$ cat src/sv/msof_pkg.sv
`timescale 1ns / 1ps
package msof_pkg;

	localparam int MIP_W       = 5;
	localparam int LAYER_W     = 11;
	localparam int FACE_W      = 3;
	localparam int IDX_W       = 14;
	localparam int PL_W        = 15;
	localparam int FIELD_W     = 52;
	localparam int IN_TDATA_W  = 24;
	localparam int OUT_TDATA_W = 104;
	localparam int APB_AW      = 6;
	localparam int APB_DW      = 64;

	typedef enum logic [2:0] {
		REG_WIDTH,
		REG_HEIGHT,
		REG_FORMAT,
		REG_MIPS,
		REG_LAYERS,
		REG_FACES,
		REG_LENGTH
	} reg_idx_t;

	typedef enum logic [2:0] {
		FMT_UNKNOWN = 3'd0,
		FMT_PX16    = 3'd1,
		FMT_PX4_A   = 3'd2,
		FMT_PX4_B   = 3'd3,
		FMT_PX4_C   = 3'd4
	} fmt_code_t;

	typedef struct packed {
		logic [15:0]        width;
		logic [15:0]        height;
		logic [2:0]         fmt;
		logic [4:0]         mip_count;
		logic [11:0]        layer_count;
		logic [2:0]         face_count;
		logic [FIELD_W-1:0] data_length;
	} cfg_t;

	localparam cfg_t CFG_RESET = '{
		width:       16'd0,
		height:      16'd0,
		fmt:         3'd0,
		mip_count:   5'd1,
		layer_count: 12'd1,
		face_count:  3'd1,
		data_length: 52'd0
	};

	typedef struct packed {
		logic             in_range;
		logic             is_last;
		logic [MIP_W-1:0] mip;
		logic [IDX_W-1:0] idx;
		logic [PL_W-1:0]  per_level;
	} ctl_t;

	// pixel size as a shift; en low means size 0
	typedef struct packed {
		logic       en;
		logic [2:0] sh;
	} fmt_t;

	function automatic fmt_t fmt_decode(input logic [2:0] code);
		fmt_t r;
		r = '0;
		unique case (code) inside
			FMT_PX16: begin
				r.en = 1'b1;
				r.sh = 3'd4;
			end
			FMT_PX4_A, FMT_PX4_B, FMT_PX4_C: begin
				r.en = 1'b1;
				r.sh = 3'd2;
			end
			default: r = '0;
		endcase
		return r;
	endfunction

endpackage

$ cat src/sv/msof_level.sv
`timescale 1ns / 1ps
module msof_level #(
	parameter int LEVEL       = 0,
	parameter int DIM_BITS    = 16,
	parameter int OFFSET_BITS = 52
) (
	input  logic                      clk,
	input  logic                      arst_n,
	input  logic                      in_valid,
	output logic                      in_ready,
	input  msof_pkg::ctl_t            in_ctl,
	input  logic [DIM_BITS-1:0]       in_w,
	input  logic [DIM_BITS-1:0]       in_h,
	input  logic [OFFSET_BITS-1:0]    in_sum,
	input  logic [2*DIM_BITS-1:0]     in_area,
	output logic                      out_valid,
	input  logic                      out_ready,
	output msof_pkg::ctl_t            out_ctl,
	output logic [DIM_BITS-1:0]       out_w,
	output logic [DIM_BITS-1:0]       out_h,
	output logic [OFFSET_BITS-1:0]    out_sum,
	output logic [2*DIM_BITS-1:0]     out_area
);
	import msof_pkg::*;

	localparam int               AW  = 2 * DIM_BITS;
	localparam logic [MIP_W-1:0] LVL = MIP_W'(LEVEL);
	localparam logic [DIM_BITS-1:0] ONE = DIM_BITS'(1);

	logic [AW-1:0] area;
	logic          en;

	logic                   valid_s1;
	ctl_t                   ctl_s1;
	logic [DIM_BITS-1:0]    w_s1;
	logic [DIM_BITS-1:0]    h_s1;
	logic [OFFSET_BITS-1:0] sum_s1;
	logic [AW-1:0]          area_s1;

	assign area     = AW'(in_w) * AW'(in_h);
	assign en       = !valid_s1 || out_ready;
	assign in_ready = en;

	always_ff @(posedge clk or negedge arst_n) begin
		if (!arst_n) begin
			valid_s1 <= 1'b0;
		end else if (en) begin
			valid_s1 <= in_valid;
		end
	end

	// levels below the requested one add their area, the requested one is captured
	always_ff @(posedge clk) begin
		if (en && in_valid) begin
			ctl_s1  <= in_ctl;
			w_s1    <= (in_w > ONE) ? (in_w >> 1) : ONE;
			h_s1    <= (in_h > ONE) ? (in_h >> 1) : ONE;
			sum_s1  <= (in_ctl.mip > LVL) ? in_sum + OFFSET_BITS'(area) : in_sum;
			area_s1 <= (in_ctl.mip == LVL) ? area : in_area;
		end
	end

	assign out_valid = valid_s1;
	assign out_ctl   = ctl_s1;
	assign out_w     = w_s1;
	assign out_h     = h_s1;
	assign out_sum   = sum_s1;
	assign out_area  = area_s1;

endmodule

$ cat config.mk
export PLATFORM = sky130hd
export DESIGN_NAME = msof_level
export DESIGN_NICKNAME = d
export VERILOG_FILES = /design/src/sv/msof_pkg.sv /design/src/sv/msof_level.sv
export SDC_FILE = /design/constraint.sdc
export NUM_CORES = 1
export LEC_CHECK = 0
export BUFFER_PORTS_ARGS = -buffer_cell sky130_fd_sc_hd__buf_2
export CELL_PAD_IN_SITES_DETAIL_PLACEMENT = 1
export CELL_PAD_IN_SITES_GLOBAL_PLACEMENT = 2
export CORE_UTILIZATION = 39
export DETAILED_ROUTE_END_ITERATION = 6
export PLACE_DENSITY = 0.92
export SLEW_MARGIN = 20
export SYNTH_ARGS = -nofsm -noshare
export SYNTH_HDL_FRONTEND = slang
export SYNTH_SLANG_ARGS = --single-unit
$ cat constraint.sdc
create_clock -name clk -period 13.56 [get_ports clk]
set_input_delay 2.034 -clock clk [delete_from_list [all_inputs] [get_ports clk]]
set_output_delay 2.034 -clock clk [all_outputs]
set_load 0.01 [all_outputs]
Word level (Yosys, flattened, before mapping)
Index checks and enable logic that the tools add are counted.

storage, ports and cells
  input bits = 156
  logic and storage cells = 23
  flip-flop bits (word level) = 153
  output and inout port bits = 154

cells by class
  muxes and demuxes = 2
  $add $sub $neg = 1
  reductions and logical operators = 4
  order comparisons = 3
  multiply operators = 1

operators with widths
  operator                                                        number
  adder 52 x 32 -> 52 bit                                         1
  two-way mux 52 bit                                              1
  greater-than comparator 16 x 1 -> 1 bit, second input constant  2
  multiplier 16 x 16 -> 32 bit                                    1
  two-way mux 32 bit                                              1
  greater-than comparator 5 x 1 -> 1 bit, second input constant   1
  zero test 5 bit                                                 1
  logical AND 1 bit                                               1
  zero test 1 bit                                                 1
  logical OR 1 bit                                                1

Depth between registers and ports, before layout
Gate-level depths: netlist of the first run.

  depth after elaboration = 3
  gate-level depth with buffers = 32
  depth with buffers taken out = 30

Worst setup path after synthesis of the first run
OpenSTA, ideal clock, no wires.

  path kind = input -> register
  start point = input in_h[3]
  end point = register sum_s1[30], in the netlist out_sum[30] (data pin)
  setup time = 256 ps
  setup slack = 4,218 ps
  cell stages on the path = 29
  arrival time = 9,086 ps
  cell sequence = clkbuf_1 clkbuf_1 nand2_1 fa_1 fa_1 fa_1 inv_1 fa_1 fa_1 inv_1 fa_1 inv_1 ha_1 or2_2 a21oi_1 a2111oi_1 or3_1 a21oi_2 xnor2_1 ha_1 clkbuf_1 a21oi_1 o21ai_0 a21oi_1 o21bai_1 a31oi_1 a21oi_1 or3_1 a31o_2

on the way
  cells in the longest elaborated chain, start to end = 3

RTL lines
  what                          line              RTL
  from (decl)                   msof_level.sv:13  input logic [DIM_BITS-1:0] in_h,
  multiplier 16 x 16 -> 32 bit  msof_level.sv:40  assign area = AW'(in_w) * AW'(in_h);
  adder 52 x 32 -> 52 bit       msof_level.sv:58  sum_s1 <= (in_ctl.mip > LVL) ? in_sum + OFFSET_BITS'(area) : in_sum;
  two-way mux 52 bit            msof_level.sv:58
  to (signal assigned)          msof_level.sv:58
  to (decl)                     msof_level.sv:37  logic [OFFSET_BITS-1:0] sum_s1;

Every way passes these cells.
A chain may end at the register's enable or synchronous reset.

Worst setup path in the final report of the first run
  start point = input in_h[8]
  end point = register sum_s1[33], in the netlist out_sum[33] (data pin)

Same word-level chain as after synthesis.

==> flow_metrics.tcl, run 1 <==
set metrics [dict create \
    grt_pass1_wl_mm 79.2 \
    synthFlopType "edfxtp_1" \
    holdPathEnd "out_valid$_DFFE_PN0N_" \
    stdcell_count 2453 \
    cts_hold_buf 0 \
    ff2ff_setup_slack_ns 11.00 \
    cp.buffers_inverters 4 \
    ioPinCount 310 \
    cts_root_buffer "clkbuf_16" \
    wl_mm 50.1 \
    cts_resized 0 \
    syn_inst 1673 \
    synth_edf_count 150 \
    fin_skew_ns 0.0151 \
    drc 20 \
    max-slew-margin-rel 0.332 \
    drtIter0Drc 644 \
    rsz0062_at_grt "false" \
    dpl.hpwl_mm 39.0 \
    cp.required_ns 13.78 \
    crit_family "adder cells" \
    status "finished, violations left" \
    clock_path_buffers 2 \
    worstHoldPathType "flip-flop to flip-flop" \
    die_w_microns 207 \
    max_freq_mhz 104 \
    violations "DRC" \
    timing.final.crit_share 0.709 \
    place.gp.congestion 0.888 \
    finalNetCount 2397 \
    antenna_found_initial 1 \
    hold_violations 0 \
    finalMaxSlewViolations 0 \
    final_common_cell "buf_2" \
    clk_pin_slew_ns 0.07 \
    startpoint "in_h[8]" \
    r2r-end "out_w[10]$_SDFFCE_PP0P_" \
    setup_viol 0 \
    seq_area_frac_synth 0.276 \
    tightest_slew_ns 1.00 \
    area_growth_pct 14.9 \
    post_cts_buffers 0 \
    critical-path-max-stage-delay_ns 0.57 \
    wire_per_inst_microns 20.4 \
    grt_usage 0.239 \
    synth-seq-cells 151 \
    crit_path_start_kind "input pin" \
    final_cell_mix "buf_2, inv_1, nand2_1, fa_1, edfxtp_1" \
    ant_nets 0 \
    grt_max_degree 81 \
    dieArea_sq_um 42900 \
    period_minus_slack_ns 9.62 \
    ys_warn_count 0 \
    drive_above_1_share 0.198 \
    cts.htree.levels 4 \
    vias 12900 \
    start_util 0.398 \
    grt_remaining_overflow 0 \
    cp_max_fo 18 \
    ys_async_sr_fraction 0.00662 \
    cts_tree "yes" \
    num-fill-cells 4777 \
    cpMostUsedCell "fa_1" \
    hold-path-cell-count 2 \
    cp.arrival_ns 9.83 \
    io_buffers 307 \
    die_h_microns 207 \
    timing.rr.start "out_valid$_DFFE_PN0N_" \
    fp.coreArea_sq_um 41200 \
    yosysUniqueCellTypes 70 \
    numCtsBuffers 17 \
    synth_area_sq_um 16400 \
    grt_pass1_vias 14200 \
    r2r_cells 4 \
    end_kind "flip-flop" \
    crit_type "input pin to flip-flop" \
    drtPass1Iterations 7 \
    place_inst 2419 \
    synth_area_per_cell_sq_um 9.80 \
    hold_start "out_valid$_DFFE_PN0N_" \
    cpMaxStageDelayCell "fa_1" \
    clock_latency_ns 0.48 \
    cts.sinks 151 \
    cap_violations 0 \
    tns_ns 0 \
    worst-path-stages 27 \
    rows 74 \
    routed_via_density 5.26 \
]
[layout make-up]
class / count / area (sq um) / share of cell area
antenna: 1 / 2.50 / 0.000133
tap: 532 / 666 / 0.0353
multi-input combinational: 1175 / 10600 / 0.560
inverter: 251 / 942 / 0.0500
timing repair buffer: 311 / 1590 / 0.0841
clock inverter: 12 / 119 / 0.00630
clock buffer: 20 / 447 / 0.0237
sequential: 151 / 4530 / 0.240
[cell usage after synthesis (all sizes together), types with 3 or more instances]
cell type,n,share of area
or2,5,0.0019
o2111ai,3,0.0016
ha,139,0.11
nand2,251,0.057
o211ai,4,0.0018
a31oi,6,0.0023
nand2b,8,0.0031
a211oi,7,0.0035
inv,251,0.057
a2111oi,3,0.0021
a21oi,76,0.024
buf,10,0.0034
a41o,4,0.0024
or3,6,0.0023
mux2,13,0.0089
nand3b,3,0.0029
a21boi,3,0.0014
o21a,6,0.0027
and3,6,0.0023
xnor2,46,0.025
nand4,14,0.0053
o31ai,5,0.0040
a221oi,3,0.0024
fa,195,0.24
nor4,13,0.0068
nor3b,3,0.0014
nor3,7,0.0024
nor2,61,0.014
xor2,29,0.015
o21ai,41,0.013
clkbuf,87,0.020
a21o,40,0.018
and2,124,0.047
o21bai,14,0.0064
edfxtp,150,0.27
nand3,14,0.0043
[worst register-to-register path: cells and delay by family (launching register included)]
family / cells / cell delay [ns]
AND/OR/NAND/NOR: 2 / 0.57
flip-flops: 1 / 0.39
buffers and inverters: 2 / 1.15
[cell families (layout without fill, tap and decap cells)]
family	count (synthesis)	in the layout	share of synthesized area
muxes	13	13	0.00892
buffers and inverters	348	594	0.0808
AOI/OAI and AO/OA	230	230	0.0947
DFF	151	151	0.276
xor gates and xnor gates	75	75	0.0410
and+or+nand+nor	521	521	0.154
adders and majority gates	334	334	0.344
other	1	3	0.000229
[flip-flops by register name, indices dropped and copies added (netlist names)]
name       flops
out_sum       52
out_ctl       36
out_area      32
out_h         15
out_w         15
out_valid      1
[through the flow]
stage	utilization	instance area, sq um	setup slack [ns]	hold slack, ns
finish	0.458	18900	3.94	0.572
global route	0.458	18900	3.52	0.625
CTS	0.457	18800	3.99	0.573
floorplan	-	16400	4.22	0.622
global placement	0.443	18300	3.61	0.527
detailed placement	0.443	18300	3.50	0.553
[how the worst max path moves through the flow]
stage	to
CTS	out_sum[33]$_DFFE_PP_
detailed placement	out_sum[33]$_DFFE_PP_
global placement	out_sum[33]$_DFFE_PP_
global route	out_sum[48]$_DFFE_PP_
floorplan	out_sum[30]$_DFFE_PP_
finish	out_sum[33]$_DFFE_PP_
[layer usage]
| metal | global-route usage | routed length (microns) | up-vias |
|---|---|---|---|
| met5 | 0 | 0 | - |
| met4 | 0.0865 | 1340 | 0 |
| met1 | 0.299 | 21100 | 6602 |
| li1 | - | - | 5883 |
| met3 | 0.0302 | 2060 | 75 |
| met2 | 0.422 | 25700 | 341 |
Power of run 1 is left out: the tool's default activity adds up to more than one toggle a clock period on the data nets, which glitch-free logic cannot reach.
==> inputs of run 2 (changes only) <==
Settings changed: CORE_UTILIZATION 39 to 32, PLACE_DENSITY 0.92 to 0.81.
Clock period 13.56 ns to 7.7 ns, I/O delays scaled along.
==> run 2 against run 1 <==
Compared with the run above:
- via count increased by 7.3%
- critical path depth increased by 4
- wire length increased by 9.4%
- flip-flop and latch count unchanged
- the run ends with setup timing left
- final cell count increased by 18%
- clock skew increased by 0.00058 ns
- sequential share of layout area decreased by 4.1 points
- global-route usage decreased by 2.5 points
- final area increased by 21%
- worst hold slack got worse by 0.14 ns
==> flow_metrics.tcl, run 2 (synthesis gave the netlist of run 1 again) <==
set metrics [dict create \
    multi_input_area_sq_um 11700 \
    crit_type "input pin to flip-flop" \
    routed_via_density 4.77 \
    vias 13800 \
    worstHoldPathType "input pin to asynchronous set/reset pin" \
    cp.buffers_inverters 9 \
    startpoint "in_w[3]" \
    wl_mm 54.9 \
    max-slew-margin-rel 0.324 \
    dieArea_sq_um 52200 \
    grt_pass1_wl_mm 87.2 \
    cap_violations 0 \
    start_util 0.326 \
    timing.final.crit_share 1.04 \
    ioPinCount 310 \
    end_kind "flip-flop" \
    area_growth_pct 38.5 \
    max_freq_mhz 125 \
    finalMaxSlewViolations 0 \
    final_cell_mix "buf_2, buf_4, nand2_1, inv_1, fa_1" \
    tns_ns -5.58 \
    violations "setup timing" \
    fin_skew_ns 0.0157 \
    status "finished, violations left" \
    clk_pin_slew_ns 0.08 \
    ff2ff_setup_slack_ns 5.45 \
    r2r-end "out_ctl[14]$_DFFE_PP_" \
    clock_latency_ns 0.48 \
    grt_max_degree 64 \
    die_h_microns 228 \
    rsz0062_at_grt "true" \
    final_common_cell "buf_2" \
    wire_per_inst_microns 18.9 \
    timing.rr.start "out_valid$_DFFE_PN0N_" \
    worst_slack_ns -0.306 \
    cts_root_buffer "clkbuf_16" \
    finalNetCount 2701 \
    r2r_cells 3 \
    cp.required_ns 7.94 \
    die_w_microns 228 \
    fp.coreArea_sq_um 50400 \
    cts_tree "yes" \
    place.gp.congestion 0.879 \
    worst-path-stages 31 \
    grt_usage 0.214 \
    cpMaxStageDelayCell "fa_2" \
    numCtsBuffers 17 \
    crit_family "adder cells" \
    cts.htree.levels 4 \
    dpl.hpwl_mm 43.5 \
    largest_reg_flops 52 \
    grt_remaining_overflow 0 \
    drtIter0Drc 552 \
    cpMostUsedCell "fa_1" \
    fin_util 0.451 \
    drive_above_1_share 0.399 \
    cts.sinks 151 \
    drtPass1Iterations 4 \
    setup.worst_path.end "out_sum[40]$_DFFE_PP_" \
    hold_violations 0 \
    num-fill-cells 5674 \
    rows 82 \
    drc 0 \
    tightest_slew_ns 1.00 \
    ant_nets 0 \
    seqCellArea_sq_um 4530 \
    period_minus_slack_ns 8.01 \
    grt_pass1_vias 15600 \
    critical-path-max-stage-delay_ns 0.60 \
    cp.arrival_ns 8.25 \
    setup_viol 28 \
    io_buffers 307 \
    pre_cts_slack_ns -1.20 \
    cp_max_fo 12 \
    antenna_found_initial 2 \
    crit_path_start_kind "input pin" \
    clock_path_buffers 2 \
]
## run 2: cell types whose count changed in the layout (fill, tap and decap cells not counted), moves of 22 or more
cell     before  now
buf_4         3  278
buf_6         0   32
a21oi_1      74   45
inv_1       251  224
inv_2         0   26
a21oi_2       2   26
ha_1        139  115
and2_1      123  101
and2_4        1   23
o21ai_0      38   16
## run 2: layout make-up
class | instances | share of cell area
Tap cell | 672 | 0.0370
Timing Repair Buffer | 615 | 0.183
Antenna cell | 2 | 0.000220
Inverter | 251 | 0.0416
Multi-Input combinational cell | 1175 | 0.515
Sequential cell | 151 | 0.199
Clock buffer | 18 | 0.0189
Clock inverter | 14 | 0.00501
## run 2: worst min-delay path by stage
stage                     startpoint  slack, ns                     to  cells after the start
2_1_floorplan  out_valid$_DFFE_PN0N_       0.62  out_valid$_DFFE_PN0N_                      2
3_3_place_gp   out_valid$_DFFE_PN0N_       0.54  out_valid$_DFFE_PN0N_                      2
3_5_place_dp   out_valid$_DFFE_PN0N_       0.58  out_valid$_DFFE_PN0N_                      2
4_1_cts                       arst_n       0.38  out_valid$_DFFE_PN0N_                      1
5_1_grt                       arst_n       0.39  out_valid$_DFFE_PN0N_                      1
6_report                      arst_n       0.43  out_valid$_DFFE_PN0N_                      1
## run 2: routing by layer
metal / routed length [microns] / track usage / up-vias
li1: - / - / 6488
met1: 24300 / 0.278 / 7027
met2: 27700 / 0.366 / 262
met3: 1620 / 0.0347 / 60
met4: 1240 / 0.0635 / 0
met5: 0 / 0 / -
## run 2: timing repair
action,in CTS,in global routing
buffers inserted,28,26
gates resized for setup,158,114
cloned,1,1
pin swaps,134,109
hold buffers,0,0
setup endpoints to repair,30,35
## run 2: metrics by stage
step	cells	cell area [sq um]	hold WS (ns)
after floorplan	1674	16900	0.622
after global placement	2812	20700	0.538
after CTS	2872	22100	0.382
after detailed placement	2812	20700	0.581
after global routing	2898	22700	0.390
final	2898	22700	0.429
## run 2: worst register-to-register path: stages, from the launching register on
cell,delay [ns]
dfrtp_1,0.39
nand2b_1,0.14
and2_4,0.53
buf_4,0.73
Power of run 2 is left out for the same reason.
==> inputs of run 3 (changes only) <==
Settings changed: CORE_MARGIN set to 5, TNS_END_PERCENT set to 20.
==> run 3 against run 2 <==
Compared with the run above:
- the run still ends with setup timing left
- flip-flop and latch count unchanged
- worst setup slack improved by 0.26 ns
- sequential share of layout area increased by 0.36 points
- global-route usage decreased by 2.3 points
- critical path depth decreased by 1
- final cell count decreased by 0.38%
- clock skew increased by 0.00053 ns
- die area increased by 7.1%
- first-iteration DRC count increased by 7.1%
- worst hold slack improved by 0.014 ns
==> flow_metrics.tcl, run 3 (synthesis gave the netlist of run 1 again) <==
set metrics [dict create \
    io_buffers 307 \
    hold_ws_ns 0.443 \
    cpMostUsedCell "fa_1" \
    final_area_sq_um 22300 \
    crit_type "input pin to flip-flop" \
    die_h_microns 236 \
    drtIter0Drc 591 \
    tightest_slew_ns 0.989 \
    met3_usage 0.0367 \
    max_freq_mhz 129 \
    wire_per_inst_microns 18.6 \
    period_minus_slack_ns 7.75 \
    clock_latency_ns 0.49 \
    drive_above_1_share 0.366 \
    grt_use_met2 0.355 \
    dpl.hpwl_mm 44.1 \
    fin_skew_ns 0.0162 \
    wl_mm 53.7 \
    start_util 0.321 \
    finalNetCount 2682 \
    r2r-end "out_h[7]$_SDFFCE_PP0P_" \
    worstHoldPathType "input pin to asynchronous set/reset pin" \
    antenna_found_initial 2 \
    drtPass1Iterations 6 \
    grt_remaining_overflow 0 \
    grt_pass1_wl_mm 84.8 \
    violations "setup timing" \
    timing.rr.start "out_valid$_DFFE_PN0N_" \
    clock_path_buffers 2 \
    place.gp.congestion 0.838 \
    cts_tree "yes" \
    crit_path_start_kind "input pin" \
    rows 83 \
    die_w_microns 236 \
    timing.final.crit_share 1.01 \
    placed_area_sq_um 20700 \
    cts.htree.levels 4 \
    vias 13700 \
    grt.met1_usage 0.231 \
    end_kind "flip-flop" \
    grt_max_degree 72 \
    final_common_cell "buf_2" \
    dieArea_sq_um 55900 \
    drc 0 \
    critical-path-max-stage-delay_ns 0.55 \
    setup_viol 4 \
    finalMaxSlewViolations 0 \
    fp.coreArea_sq_um 51100 \
    worst_slack_ns -0.0498 \
    rsz0062_at_grt "true" \
    grt_pass1_vias 15500 \
    r2r_cells 3 \
    ff2ff_setup_slack_ns 5.68 \
    clk_pin_slew_ns 0.07 \
    cp.required_ns 7.94 \
    area_growth_pct 36.1 \
    cts.sinks 151 \
    cap_violations 0 \
    status "finished, violations left" \
    max-slew-margin-rel 0.341 \
    largest_reg_flops 52 \
    numCtsBuffers 17 \
    top_usage_layer "met2" \
    grt_usage 0.192 \
    cp.arrival_ns 7.99 \
    cp_max_fo 7 \
    ioPinCount 310 \
    cts_root_buffer "clkbuf_16" \
    final_cell_mix "buf_2, buf_4, nand2_1, inv_1, fa_1" \
    cpMaxStageDelayCell "fa_2" \
    hold_violations 0 \
    routed_via_density 4.76 \
    num-fill-cells 5805 \
    ant_nets 0 \
]
-- run 3: how the worst max path moves through the flow --
stage,cells past startpoint,slack (ns),from,end
finish,30,-0.05,in_h[6],out_sum[33]$_DFFE_PP_
CTS,29,-0.01,in_h[6],out_sum[33]$_DFFE_PP_
global placement,29,-0.80,in_h[6],out_sum[33]$_DFFE_PP_
floorplan,29,-0.23,in_h[2],out_sum[30]$_DFFE_PP_
detailed placement,31,-0.95,in_w[8],out_sum[32]$_DFFE_PP_
global route,32,-0.24,in_h[6],out_sum[44]$_DFFE_PP_
-- run 3: per-stage QoR --
step / util / TNS, ns / setup WS, ns / instances
6_report: 0.437 / -0.115 / -0.0498 / 2887
5_1_grt: 0.437 / -4.60 / -0.240 / 2885
4_1_cts: 0.428 / -0.0109 / -0.0109 / 2871
3_5_place_dp: 0.405 / -27.54 / -0.946 / 2819
3_3_place_gp: 0.405 / -22.02 / -0.798 / 2819
2_1_floorplan: - / -2.01 / -0.233 / 1674
-- run 3: worst max-delay path, delay by kind of cell --
kind / cells / cell delay (ns)
xor gates and xnor gates: 1 / 0.15
buffers and inverters: 7 / 0.55
AOI/OAI and AO/OA: 7 / 1.15
and+or+nand+nor: 7 / 1.38
adders and majority gates: 8 / 3.56
-- run 3: what timing repair did --
action,in CTS,in global routing
buffers inserted,20,15
endpoints found under the setup margin,32,33
gates cloned,1,1
gates resized for setup,115,74
hold buffers,0,0
pin swaps,89,72
-- run 3: layer usage --
| layer | routed length (microns) | up-vias |
|---|---|---|
| li1 | - | 6441 |
| met1 | 22000 | 7019 |
| met2 | 29000 | 228 |
| met3 | 1870 | 54 |
| met4 | 776 | 4 |
| met5 | 27 | - |
-- run 3: final cells by class --
class / instances / area, sq um / area share
Multi-Input combinational cell: 1175 / 11400 / 0.511
Inverter: 251 / 942 / 0.0422
Clock inverter: 15 / 166 / 0.00746
Antenna cell: 2 / 5.00 / 0.000224
Clock buffer: 17 / 425 / 0.0191
Tap cell: 680 / 851 / 0.0381
Sequential cell: 151 / 4530 / 0.203
Timing Repair Buffer: 596 / 3990 / 0.179
Power of run 3 is left out for the same reason.
